[src/design/dlefp_pkg.sv]
`default_nettype none

package dlefp_pkg;

  localparam int unsigned ByteWidth     = 8;
  localparam int unsigned SeqWidth      = 7;
  localparam int unsigned KindWidth     = 3;
  localparam int unsigned CfgIndexWidth = 2;

  localparam logic [ByteWidth-1:0] START_CODE_RESET  = 8'h02;
  localparam logic [ByteWidth-1:0] ESCAPE_CODE_RESET = 8'h10;

  localparam logic [CfgIndexWidth-1:0] CFG_START_CODE  = 2'd0;
  localparam logic [CfgIndexWidth-1:0] CFG_ESCAPE_CODE = 2'd1;

  typedef enum logic [2:0] {
    PS_WAIT = 3'd0,
    PS_LEN  = 3'd1,
    PS_HDR  = 3'd2,
    PS_AHDR = 3'd3,
    PS_DATA = 3'd4,
    PS_CRC  = 3'd5
  } parse_state_t;

  typedef enum logic [KindWidth-1:0] {
    KIND_NONE = 3'd0,
    KIND_LEN  = 3'd1,
    KIND_HDR  = 3'd2,
    KIND_DATA = 3'd3,
    KIND_CRC  = 3'd4
  } field_kind_t;

  typedef struct packed {
    field_kind_t          field_kind;
    logic [ByteWidth-1:0] field_value;
    logic [ByteWidth-1:0] data_index;
    logic                 frame_done;
    logic [ByteWidth-1:0] frame_length;
    logic [SeqWidth-1:0]  seq_number;
    logic                 type_bit;
    logic                 is_ack;
  } result_t;

  typedef struct packed {
    logic [ByteWidth-1:0] start_code;
    logic [ByteWidth-1:0] escape_code;
  } codes_t;

endpackage

`default_nettype wire

[src/design/dlefp_cfg_regs.sv]
`default_nettype none

module dlefp_cfg_regs (
  input  wire logic                                clk,
  input  wire logic                                rst,
  input  wire logic                                cfg_valid,
  output logic                                     cfg_ready,
  input  wire logic [dlefp_pkg::CfgIndexWidth-1:0] cfg_index,
  input  wire logic [dlefp_pkg::ByteWidth-1:0]     cfg_data,
  output dlefp_pkg::codes_t                        codes
);

  dlefp_pkg::codes_t codes_reg;

  assign cfg_ready = 1'b1;
  assign codes     = codes_reg;

  always_ff @(posedge clk) begin
    if (rst) begin
      codes_reg.start_code  <= dlefp_pkg::START_CODE_RESET;
      codes_reg.escape_code <= dlefp_pkg::ESCAPE_CODE_RESET;
    end else if (cfg_valid && cfg_ready) begin
      unique case (cfg_index)
        dlefp_pkg::CFG_START_CODE:  codes_reg.start_code  <= cfg_data;
        dlefp_pkg::CFG_ESCAPE_CODE: codes_reg.escape_code <= cfg_data;
        default: ; // drop writes to unmapped indexes
      endcase
    end
  end

endmodule

`default_nettype wire

[src/design/dlefp_in_stage.sv]
`default_nettype none

module dlefp_in_stage (
  input  wire logic                            clk,
  input  wire logic                            rst,
  input  wire logic                            in_valid,
  output logic                                 in_ready,
  input  wire logic [dlefp_pkg::ByteWidth-1:0] rx_byte,
  input  wire logic                            advance,
  output logic                                 held_valid,
  output logic [dlefp_pkg::ByteWidth-1:0]      held_byte
);

  logic                            byte_valid;
  logic [dlefp_pkg::ByteWidth-1:0] byte_reg;

  assign in_ready   = !byte_valid || advance;
  assign held_valid = byte_valid;
  assign held_byte  = byte_reg;

  always_ff @(posedge clk) begin
    if (rst) begin
      byte_valid <= 1'b0;
    end else if (in_valid && in_ready) begin
      byte_valid <= 1'b1;
    end else if (advance) begin
      byte_valid <= 1'b0;
    end
  end

  always_ff @(posedge clk) begin
    if (in_valid && in_ready) begin
      byte_reg <= rx_byte;
    end
  end

endmodule

`default_nettype wire

[src/design/dlefp_parser.sv]
`default_nettype none

module dlefp_parser (
  input  wire logic                            clk,
  input  wire logic                            rst,
  input  wire logic                            advance,
  input  wire logic [dlefp_pkg::ByteWidth-1:0] rx_byte,
  input  wire dlefp_pkg::codes_t               codes,
  output dlefp_pkg::result_t                   result
);

  dlefp_pkg::parse_state_t         state, state_next;
  logic                            escape_pending, escape_pending_next;
  logic [dlefp_pkg::ByteWidth-1:0] byte_count, byte_count_next;
  logic [dlefp_pkg::ByteWidth-1:0] length_reg, length_reg_next;
  logic [dlefp_pkg::SeqWidth-1:0]  seq_reg, seq_reg_next;
  logic                            type_reg, type_reg_next;

  logic                            take_byte;
  logic                            is_start;
  logic [dlefp_pkg::ByteWidth-1:0] count_inc;

  always_ff @(posedge clk) begin
    if (rst) begin
      state          <= dlefp_pkg::PS_WAIT;
      escape_pending <= 1'b0;
      byte_count     <= '0;
      length_reg     <= '0;
      seq_reg        <= '0;
      type_reg       <= 1'b0;
    end else if (advance) begin
      state          <= state_next;
      escape_pending <= escape_pending_next;
      byte_count     <= byte_count_next;
      length_reg     <= length_reg_next;
      seq_reg        <= seq_reg_next;
      type_reg       <= type_reg_next;
    end
  end

  always_comb begin
    // an unescaped escape byte is swallowed; anything else is parsed
    take_byte = escape_pending || (rx_byte != codes.escape_code);
    is_start  = !escape_pending && (rx_byte == codes.start_code);
    count_inc = byte_count + 8'd1;

    state_next      = state;
    byte_count_next = byte_count;
    length_reg_next = length_reg;
    seq_reg_next    = seq_reg;
    type_reg_next   = type_reg;

    result.field_kind  = dlefp_pkg::KIND_NONE;
    result.field_value = '0;
    result.data_index  = '0;
    result.frame_done  = 1'b0;

    if (take_byte) begin
      if (is_start) begin
        state_next = dlefp_pkg::PS_LEN;
      end else begin
        unique case (state) inside
          dlefp_pkg::PS_LEN: begin
            length_reg_next    = rx_byte;
            byte_count_next    = '0;
            state_next         = (rx_byte != '0) ? dlefp_pkg::PS_HDR : dlefp_pkg::PS_AHDR;
            result.field_kind  = dlefp_pkg::KIND_LEN;
            result.field_value = rx_byte;
          end
          dlefp_pkg::PS_HDR, dlefp_pkg::PS_AHDR: begin
            seq_reg_next       = rx_byte[dlefp_pkg::ByteWidth-1:1];
            type_reg_next      = rx_byte[0];
            state_next         = (state == dlefp_pkg::PS_HDR) ? dlefp_pkg::PS_DATA
                                                              : dlefp_pkg::PS_CRC;
            result.field_kind  = dlefp_pkg::KIND_HDR;
            result.field_value = rx_byte;
          end
          dlefp_pkg::PS_DATA: begin
            result.field_kind  = dlefp_pkg::KIND_DATA;
            result.field_value = rx_byte;
            result.data_index  = byte_count;
            byte_count_next    = count_inc;
            if (count_inc >= length_reg) begin
              state_next = dlefp_pkg::PS_CRC;
            end
          end
          dlefp_pkg::PS_CRC: begin
            result.field_kind  = dlefp_pkg::KIND_CRC;
            result.field_value = rx_byte;
            result.frame_done  = 1'b1;
            state_next         = dlefp_pkg::PS_WAIT;
          end
          default: begin
            // waiting, or an unused code: ignore everything but a start
            state_next = dlefp_pkg::PS_WAIT;
          end
        endcase
      end
    end

    if (escape_pending) begin
      escape_pending_next = 1'b0;
    end else begin
      escape_pending_next = (rx_byte == codes.escape_code);
    end

    result.frame_length = length_reg_next;
    result.seq_number   = seq_reg_next;
    result.type_bit     = type_reg_next;
    result.is_ack       = (length_reg_next == '0);
  end

endmodule

`default_nettype wire

[src/design/dlefp_out_stage.sv]
`default_nettype none

module dlefp_out_stage (
  input  wire logic               clk,
  input  wire logic               rst,
  input  wire logic               load,
  input  wire dlefp_pkg::result_t result_in,
  output logic                    room,
  output logic                    out_valid,
  input  wire logic               out_ready,
  output dlefp_pkg::result_t      result_out
);

  logic               res_valid;
  dlefp_pkg::result_t res_reg;

  // a new result may enter when the register is empty or being drained
  assign room       = !res_valid || out_ready;
  assign out_valid  = res_valid;
  assign result_out = res_reg;

  always_ff @(posedge clk) begin
    if (rst) begin
      res_valid <= 1'b0;
    end else if (load) begin
      res_valid <= 1'b1;
    end else if (out_ready) begin
      res_valid <= 1'b0;
    end
  end

  always_ff @(posedge clk) begin
    if (load) begin
      res_reg <= result_in;
    end
  end

endmodule

`default_nettype wire

[src/design/dle_escaped_frame_parser_unit.sv]
// DLE-escaped frame receiver. Bytes enter on rx_byte with in_valid/in_ready;
// every accepted byte yields exactly one result transaction on
// out_valid/out_ready naming the field it filled (none, length, header,
// data, crc), the byte value, the payload index for data bytes, a frame_done
// flag on the CRC byte, and the captured length, sequence number, type bit
// and acknowledge flag as they stand after that byte.
// start_code and escape_code are written through cfg_valid/cfg_ready with
// cfg_index 0 or 1 and cfg_data; cfg_ready is always high. Write them only
// while no byte is in flight.
// Each accepted byte passes through the input register, then the result
// register; out_valid rises once the result register loads. Throughput: one
// byte per cycle while out_ready is high; the parse state advances in one
// step between the two registers.
// Reset clears the parse state, escape flag and captured fields, restores
// the codes to 0x02 and 0x10, and empties both registers.
// When out_ready is low the result holds; the input register takes one more
// byte if it is empty, after which in_ready drops until the result drains.
`default_nettype none

module dle_escaped_frame_parser_unit (
  input  wire logic                                clk,
  input  wire logic                                rst,
  input  wire logic                                in_valid,
  output logic                                     in_ready,
  input  wire logic [dlefp_pkg::ByteWidth-1:0]     rx_byte,
  output logic                                     out_valid,
  input  wire logic                                out_ready,
  output logic [dlefp_pkg::KindWidth-1:0]          field_kind,
  output logic [dlefp_pkg::ByteWidth-1:0]          field_value,
  output logic [dlefp_pkg::ByteWidth-1:0]          data_index,
  output logic                                     frame_done,
  output logic [dlefp_pkg::ByteWidth-1:0]          frame_length,
  output logic [dlefp_pkg::SeqWidth-1:0]           seq_number,
  output logic                                     type_bit,
  output logic                                     is_ack,
  input  wire logic                                cfg_valid,
  output logic                                     cfg_ready,
  input  wire logic [dlefp_pkg::CfgIndexWidth-1:0] cfg_index,
  input  wire logic [dlefp_pkg::ByteWidth-1:0]     cfg_data
);

  dlefp_pkg::codes_t               codes;
  dlefp_pkg::result_t              result_next;
  dlefp_pkg::result_t              result_q;
  logic                            held_valid;
  logic [dlefp_pkg::ByteWidth-1:0] held_byte;
  logic                            room;
  logic                            advance;

  assign advance = held_valid && room;

  dlefp_cfg_regs u_cfg (
    .clk       (clk),
    .rst       (rst),
    .cfg_valid (cfg_valid),
    .cfg_ready (cfg_ready),
    .cfg_index (cfg_index),
    .cfg_data  (cfg_data),
    .codes     (codes)
  );

  dlefp_in_stage u_in (
    .clk        (clk),
    .rst        (rst),
    .in_valid   (in_valid),
    .in_ready   (in_ready),
    .rx_byte    (rx_byte),
    .advance    (advance),
    .held_valid (held_valid),
    .held_byte  (held_byte)
  );

  dlefp_parser u_parser (
    .clk     (clk),
    .rst     (rst),
    .advance (advance),
    .rx_byte (held_byte),
    .codes   (codes),
    .result  (result_next)
  );

  dlefp_out_stage u_out (
    .clk        (clk),
    .rst        (rst),
    .load       (advance),
    .result_in  (result_next),
    .room       (room),
    .out_valid  (out_valid),
    .out_ready  (out_ready),
    .result_out (result_q)
  );

  assign field_kind   = result_q.field_kind;
  assign field_value  = result_q.field_value;
  assign data_index   = result_q.data_index;
  assign frame_done   = result_q.frame_done;
  assign frame_length = result_q.frame_length;
  assign seq_number   = result_q.seq_number;
  assign type_bit     = result_q.type_bit;
  assign is_ack       = result_q.is_ack;

endmodule

`default_nettype wire

[config.mk]
export PLATFORM = sky130hd
export DESIGN_NAME = dle_escaped_frame_parser_unit
export DESIGN_NICKNAME = d
export VERILOG_FILES = /design/src/design/dlefp_pkg.sv /design/src/design/dlefp_cfg_regs.sv /design/src/design/dlefp_in_stage.sv /design/src/design/dlefp_parser.sv /design/src/design/dlefp_out_stage.sv /design/src/design/dle_escaped_frame_parser_unit.sv
export SDC_FILE = /design/constraint.sdc
export NUM_CORES = 1
export LEC_CHECK = 0
export BUFFER_PORTS_ARGS = -buffer_cell sky130_fd_sc_hd__buf_4
export CAP_MARGIN = 30
export CORE_MARGIN = 1
export CORE_UTILIZATION = 30
export CTS_CLUSTER_DIAMETER = 60
export CTS_CLUSTER_SIZE = 40
export DETAILED_ROUTE_END_ITERATION = 7
export HOLD_SLACK_MARGIN = 0.05
export MAX_ROUTING_LAYER = met4
export SLEW_MARGIN = 5
export SYNTH_ARGS = -nofsm -noshare
export SYNTH_HDL_FRONTEND = slang
export SYNTH_HIERARCHICAL = 1
export SYNTH_SLANG_ARGS = --single-unit
[constraint.sdc]
create_clock -name clk -period 6.5 [get_ports clk]
set_input_delay 0 -clock clk [delete_from_list [all_inputs] [get_ports clk]]
set_output_delay 0 -clock clk [all_outputs]
set_load 0.005 [all_outputs]
### Word level (Yosys, flattened, before mapping)

Index checks and enable logic that the tools add are counted.
W data, S select, Z words.

* flip-flop bits (word level): 91
* latch bits: 0
* RAM bits: 0
* memory bits (read-only): 0
* output and inout port bits: 40
* logic and storage cells: 78
* memories kept: 0

* add/subtract/negate cells: 1
* multipliers: 0
* divide/modulo/power cells: 0
* magnitude comparators: 1
* eq/ne operators: 10
* shifts and indexed selects: 0
* multiplexer cells: 22
* bitwise operators: 3
* reductions and logical operators: 22

Operators by type and width (count)
* $pmux W11 S4: 1
* $mux W8: 3
* $mux W7: 3
* $eq A8 B8 Y1: 2
* $pmux W8 S2: 1
* $mux W1: 11
* $pmux W3 S3: 1
* $add A8 B1 Y8 const B: 1
* $ge A8 B8 Y1: 1
* $logic_not A8 Y1: 1
* $ne A8 B8 Y1: 1
* $reduce_bool A8 Y1: 1
* $eq A3 B2 Y1 const B: 2
* $eq A3 B3 Y1 const B: 2
* $mux W3: 2
* $reduce_bool A2 Y1: 3
* $reduce_and A2 Y1: 2
* $reduce_and A4 Y1: 1
* $reduce_or A2 Y1: 2
* $eq A3 B1 Y1 const B: 1
* $logic_and A1 B1 Y1: 3
* $logic_not A1 Y1: 3
* $logic_or A1 B1 Y1: 3
* $ne A3 B2 Y1 const B: 1
* other kinds (5): 7

### Logic depth before layout (Yosys ltp)

* depth in word-level cells: 6
* gate-level depth with buffers: 10
* depth with buffers taken out: 10

### Modules after synthesis

Netlist, hierarchy kept.

Modules (own cells, without submodules)
* dlefp_parser: instances 1, cells an instance 254, area an instance 2189.6 sq um, sequential area each 560.5 sq um
* dlefp_out_stage: instances 1, cells an instance 41, area an instance 1157.4 sq um, sequential area each 1131.1 sq um
* dlefp_cfg_regs: instances 1, cells an instance 68, area an instance 700.7 sq um, sequential area each 320.3 sq um
* dlefp_in_stage: instances 1, cells an instance 13, area an instance 295.3 sq um, sequential area each 260.2 sq um
* dle_escaped_frame_parser_unit: instances 1, cells an instance 1, area an instance 6.3 sq um, sequential area each 0.0 sq um

### Least setup slack after synthesis

Ideal clock, no wire load.

* kind: register -> register
* from: reg u_out.res_valid, in the netlist u_out/out_valid
* to: reg u_parser/seq_reg[0] in the netlist's numbering
* setup time: 0.128 ns
* data arrival time: 2.674 ns
* slack: 3.698 ns
* stages on the path, launching flop included: 8
* buffers on the path: 1
* clock period less this slack: 2.802 ns
* cell sequence: dfxtp_1 -> nand2b_4 -> and2_1 -> clkbuf_1 -> nand3_1 -> nor3_2 -> mux2i_1 -> nor2_1

* cells in the longest elaborated chain, start to end: 3

RTL lines
* start: declaration: RTL line dlefp_out_stage.sv:14 `logic res_valid;`
* start signal: assignment: RTL line dlefp_out_stage.sv:24 `res_valid <= 1'b0;`
* start signal: assignment: RTL line dlefp_out_stage.sv:26 `res_valid <= 1'b1;`
* start signal: assignment: RTL line dlefp_out_stage.sv:28 `res_valid <= 1'b0;`
* $logic_not A1 Y1: RTL line dlefp_out_stage.sv:18 `assign room = !res_valid || out_ready;`
* $logic_or A1 B1 Y1: RTL line dlefp_out_stage.sv:18
* via room: RTL line dle_escaped_frame_parser_unit.sv:47 `logic room;`
* $logic_and A1 B1 Y1: RTL line dle_escaped_frame_parser_unit.sv:50 `assign advance = held_valid && room;`
* via advance: RTL line dle_escaped_frame_parser_unit.sv:48 `logic advance;`
* end signal: assignment: RTL line dlefp_parser.sv:36 `seq_reg <= seq_reg_next;`
* end: declaration: RTL line dlefp_parser.sv:16 `logic [dlefp_pkg::SeqWidth-1:0] seq_reg, seq_reg_next;`

The timed path passes the listed nets, and every way through them passes these cells.
A chain may end at the register's enable or synchronous reset.

### Final worst setup path

* from: reg u_parser/byte_count[0] in the netlist's numbering
* to: reg u_parser.state[2]

* cells in the longest elaborated chain, start to end: 4

RTL lines
* start: declaration: RTL line dlefp_parser.sv:14 `logic [dlefp_pkg::ByteWidth-1:0] byte_count, byte_count_next;`
* start signal: assignment: RTL line dlefp_parser.sv:34 `byte_count <= byte_count_next;`
* $add A8 B1 Y8: RTL line dlefp_parser.sv:45 `count_inc = byte_count + 8'd1;`
* $ge A8 B8 Y1: RTL line dlefp_parser.sv:83 `if (count_inc >= length_reg) begin`
* $ne A3 B2 Y1 (no source line)
* $reduce_and A3 Y1 (no source line)
* end signal: assignment: RTL line dlefp_parser.sv:25 `state <= dlefp_pkg::PS_WAIT;`
* end signal: assignment: RTL line dlefp_parser.sv:32 `state <= state_next;`
* end: declaration: RTL line dlefp_parser.sv:12 `dlefp_pkg::parse_state_t state, state_next;`

No other way between the ends.

==> flow_summary.toml <==
[cells_and_area]
nets = 478
post-route-cell-area_sq_um = 5370
antenna_cells = 0
num-fill-cells = 1370
multi_input_area_sq_um = 1860
largest_register_ffs = 37
drive_above_1_share_pct = 23.9
areaGrowthSynthToFinish_pct = 23.4
regArea_sq_um = 2270
final_util_pct = 38.4

[sta]
rsz0062_at_grt = "false"
fin_crit_sh_pct = 41.1
tightest_slew_ns = 0.910
hold_viol_final = 0
fin_crit_ns = 2.67
max_freq_ghz = 0.375
relSlewSlack_pct = 38.9
finalMaxSlewViolations = 0
setup_viol = 0
worst_hold_slack_ns = 0.108
fin_tns_setup_ns = 0
fin_worst_skew_ns = 0.00998

[logic_synthesis]
syn-num-nets = 409
synth_warnings = 6
ys_ff_latch = 91
yosysMostFrequentCell = "dfxtp_1"
ys_types = 51
syn-instance-count = 377
synth.avg_cell_area_sq_um = 11.5
synthArstFlopShare_pct = 0
synth_ff_type = "dfxtp_1"
synth_area_sq_um = 4350
ys_seq_area_share_pct = 52.2
synth_edf_count = 45
yosysTopAreaCell = "edfxtp_1"
synth.top_cell.area_share_pct = 31.1
synth_area_leaders = "edfxtp_1, dfxtp_1, mux2i_1"
yosys-top-cells-count = "dfxtp_1, edfxtp_1, mux2i_1, nor2_1, nand2b_1"

[floorplanning]
placementRows = 43
die-area_sq_um = 15000
ios = 63
coreArea_sq_um = 14000
fp.dieH_um = 122
initial_core_util_pct = 31.1
chipWidth_um = 122

[setup_path]
start_kind = "register"
crit_path_top_delay_cell = "dfxtp_1"
path_max_fanout = 6
crit_type = "register to register"
path_cells = "nand3_1, nor2_1, nand3_1, xnor2_1, ha_1, nand3_1, o22ai_1, o41ai_2, a21oi_1, o32ai_1"
cpMostUsedCell = "nand3_1"
reg2reg_from = "u_parser/byte_count[0]"
cp.required_ns = 6.75
max_stage_delay_ns = 0.45
cp-end-kind = "register"
crit_arrival_ns = 2.92
crit_start = "u_parser/byte_count[0]"

[grt]
first_global_vias = 2861
grt_pass1_wl_um = 15000
overflow = 0
antenna_found_initial = 0
grt_max_degree = 62
grt_usage_pct = 13.6

[routing]
routedWlPerCell_um = 14.5
viasPerCell = 4.62
ant_nets = 0
wl_met2_um = 4170
vias = 2917
maxUsedRoutingLayer = "met4"
wl_um = 9180
drc = 0
wl_met3_um = 362
drt-initial-drc-count = 131
wl_met1_um = 4450
dr.pass1.iters = 4

[power]
p_leak_uw = 0.00206
finalPower_uw = 1200
vdd_drop_max_uv = 94.6
p_per_area_nw_per_um2 = 224

[clocking]
clk_pin_slew_ns = 0.06
clockBufferDepth = 2
cts_tree = "yes"
clock_sinks = 91
numCtsBuffers = 9
clockRootBuffer = "clkbuf_16"
clk_latency_ns = 0.34
cts_setup_buffers = 0
htreeDepth = 3

[worst_hold_path]
hp-start = "cfg_valid"
hold_path_class = "primary input to register"

[outcome]
status = "complete, no violations"

[place]
placed_cell_area_sq_um = 4900
port_buffers = 61
place_hpwl_um = 6300
routabilityCongestion = 0.809

[flow_run]
maxCapViolCount = 0
[where the power goes]
part,total [uW],internal [uW],switching (uW)
clock network,479,262,217
registers,637,621,16.6
logic,87.2,48.2,39.0
[stage by stage]
step           setup WS, ns  std cells
4_1_cts                3.81        631
3_5_place_dp           3.82        595
5_1_grt                3.59        631
2_1_floorplan          3.70        377
6_report               3.83        631
3_3_place_gp           3.89        594
[timing repair]
item                                   4_1_cts  5_1_grt
hold buffers                                20        0
resized for setup                            0        0
endpoints found under the hold margin       26        0
[layout by cell type (no fill, tap or decap), types with 9 or more instances in the layout]
| master | n |
|---|---|
| o21ai_0 | 9 |
| edfxtp_1 | 45 |
| ha_1 | 9 |
| inv_1 | 17 |
| dfxtp_1 | 46 |
| nand2b_1 | 27 |
| buf_4 | 62 |
| and2_1 | 14 |
| mux2i_1 | 36 |
| nand2_1 | 9 |
| nor2_1 | 29 |
| clkbuf_16 | 9 |
| xnor2_1 | 19 |
| dlygate4sd3_1 | 20 |
[critical path, delay by kind of cell, from the launching register on]
kind                     cells  cell delay, ns
AO/OA/AOI/OAI                4            0.80
XOR/XNOR                     1            0.25
adder cells (fa/ha/maj)      1            0.30
flip-flops                   1            0.45
AND/OR/NAND/NOR              4            0.78
[routing by layer]
layer | global-route usage (%) | vias to the layer above
met5 | - | -
met4 | 7.09 | 0
met3 | 2.09 | 13
met2 | 20.2 | 67
met1 | 17.9 | 1381
li1 | - | 1456
[area by class of cell]
type | count | share of cell area, %
clock buffer | 11 | 4.34
clock inverter | 5 | 0.723
inverter | 18 | 1.26
multi-input combinational | 243 | 34.7
sequential | 91 | 42.3
tap | 180 | 4.20
timing repair buffer | 83 | 12.5
[kinds of logic after synthesis]
| group | Yosys count | synth area share, % |
|---|---|---|
| simple gates | 127 | 17.7 |
| flops | 91 | 52.2 |
| mux | 52 | 13.1 |
| buf+inv | 43 | 5.01 |
| compound gates | 31 | 4.60 |
| xor+xnor | 23 | 4.63 |
| fa+ha+maj | 9 | 2.59 |
| other cells | 1 | 0.0862 |
[path summary, 6_finish.rpt]
kind                                          end  slack (ns)  depth (start not counted)
worst max-delay path            u_parser/state[2]        3.83                         10
worst min-delay path               u_cfg/codes[0]        0.11                          3
worst max register to register  u_parser/state[2]        3.83                         10
worst min register to register     u_cfg/codes[1]        0.49                          2
No activity file was read; power rests on OpenSTA's default activity.
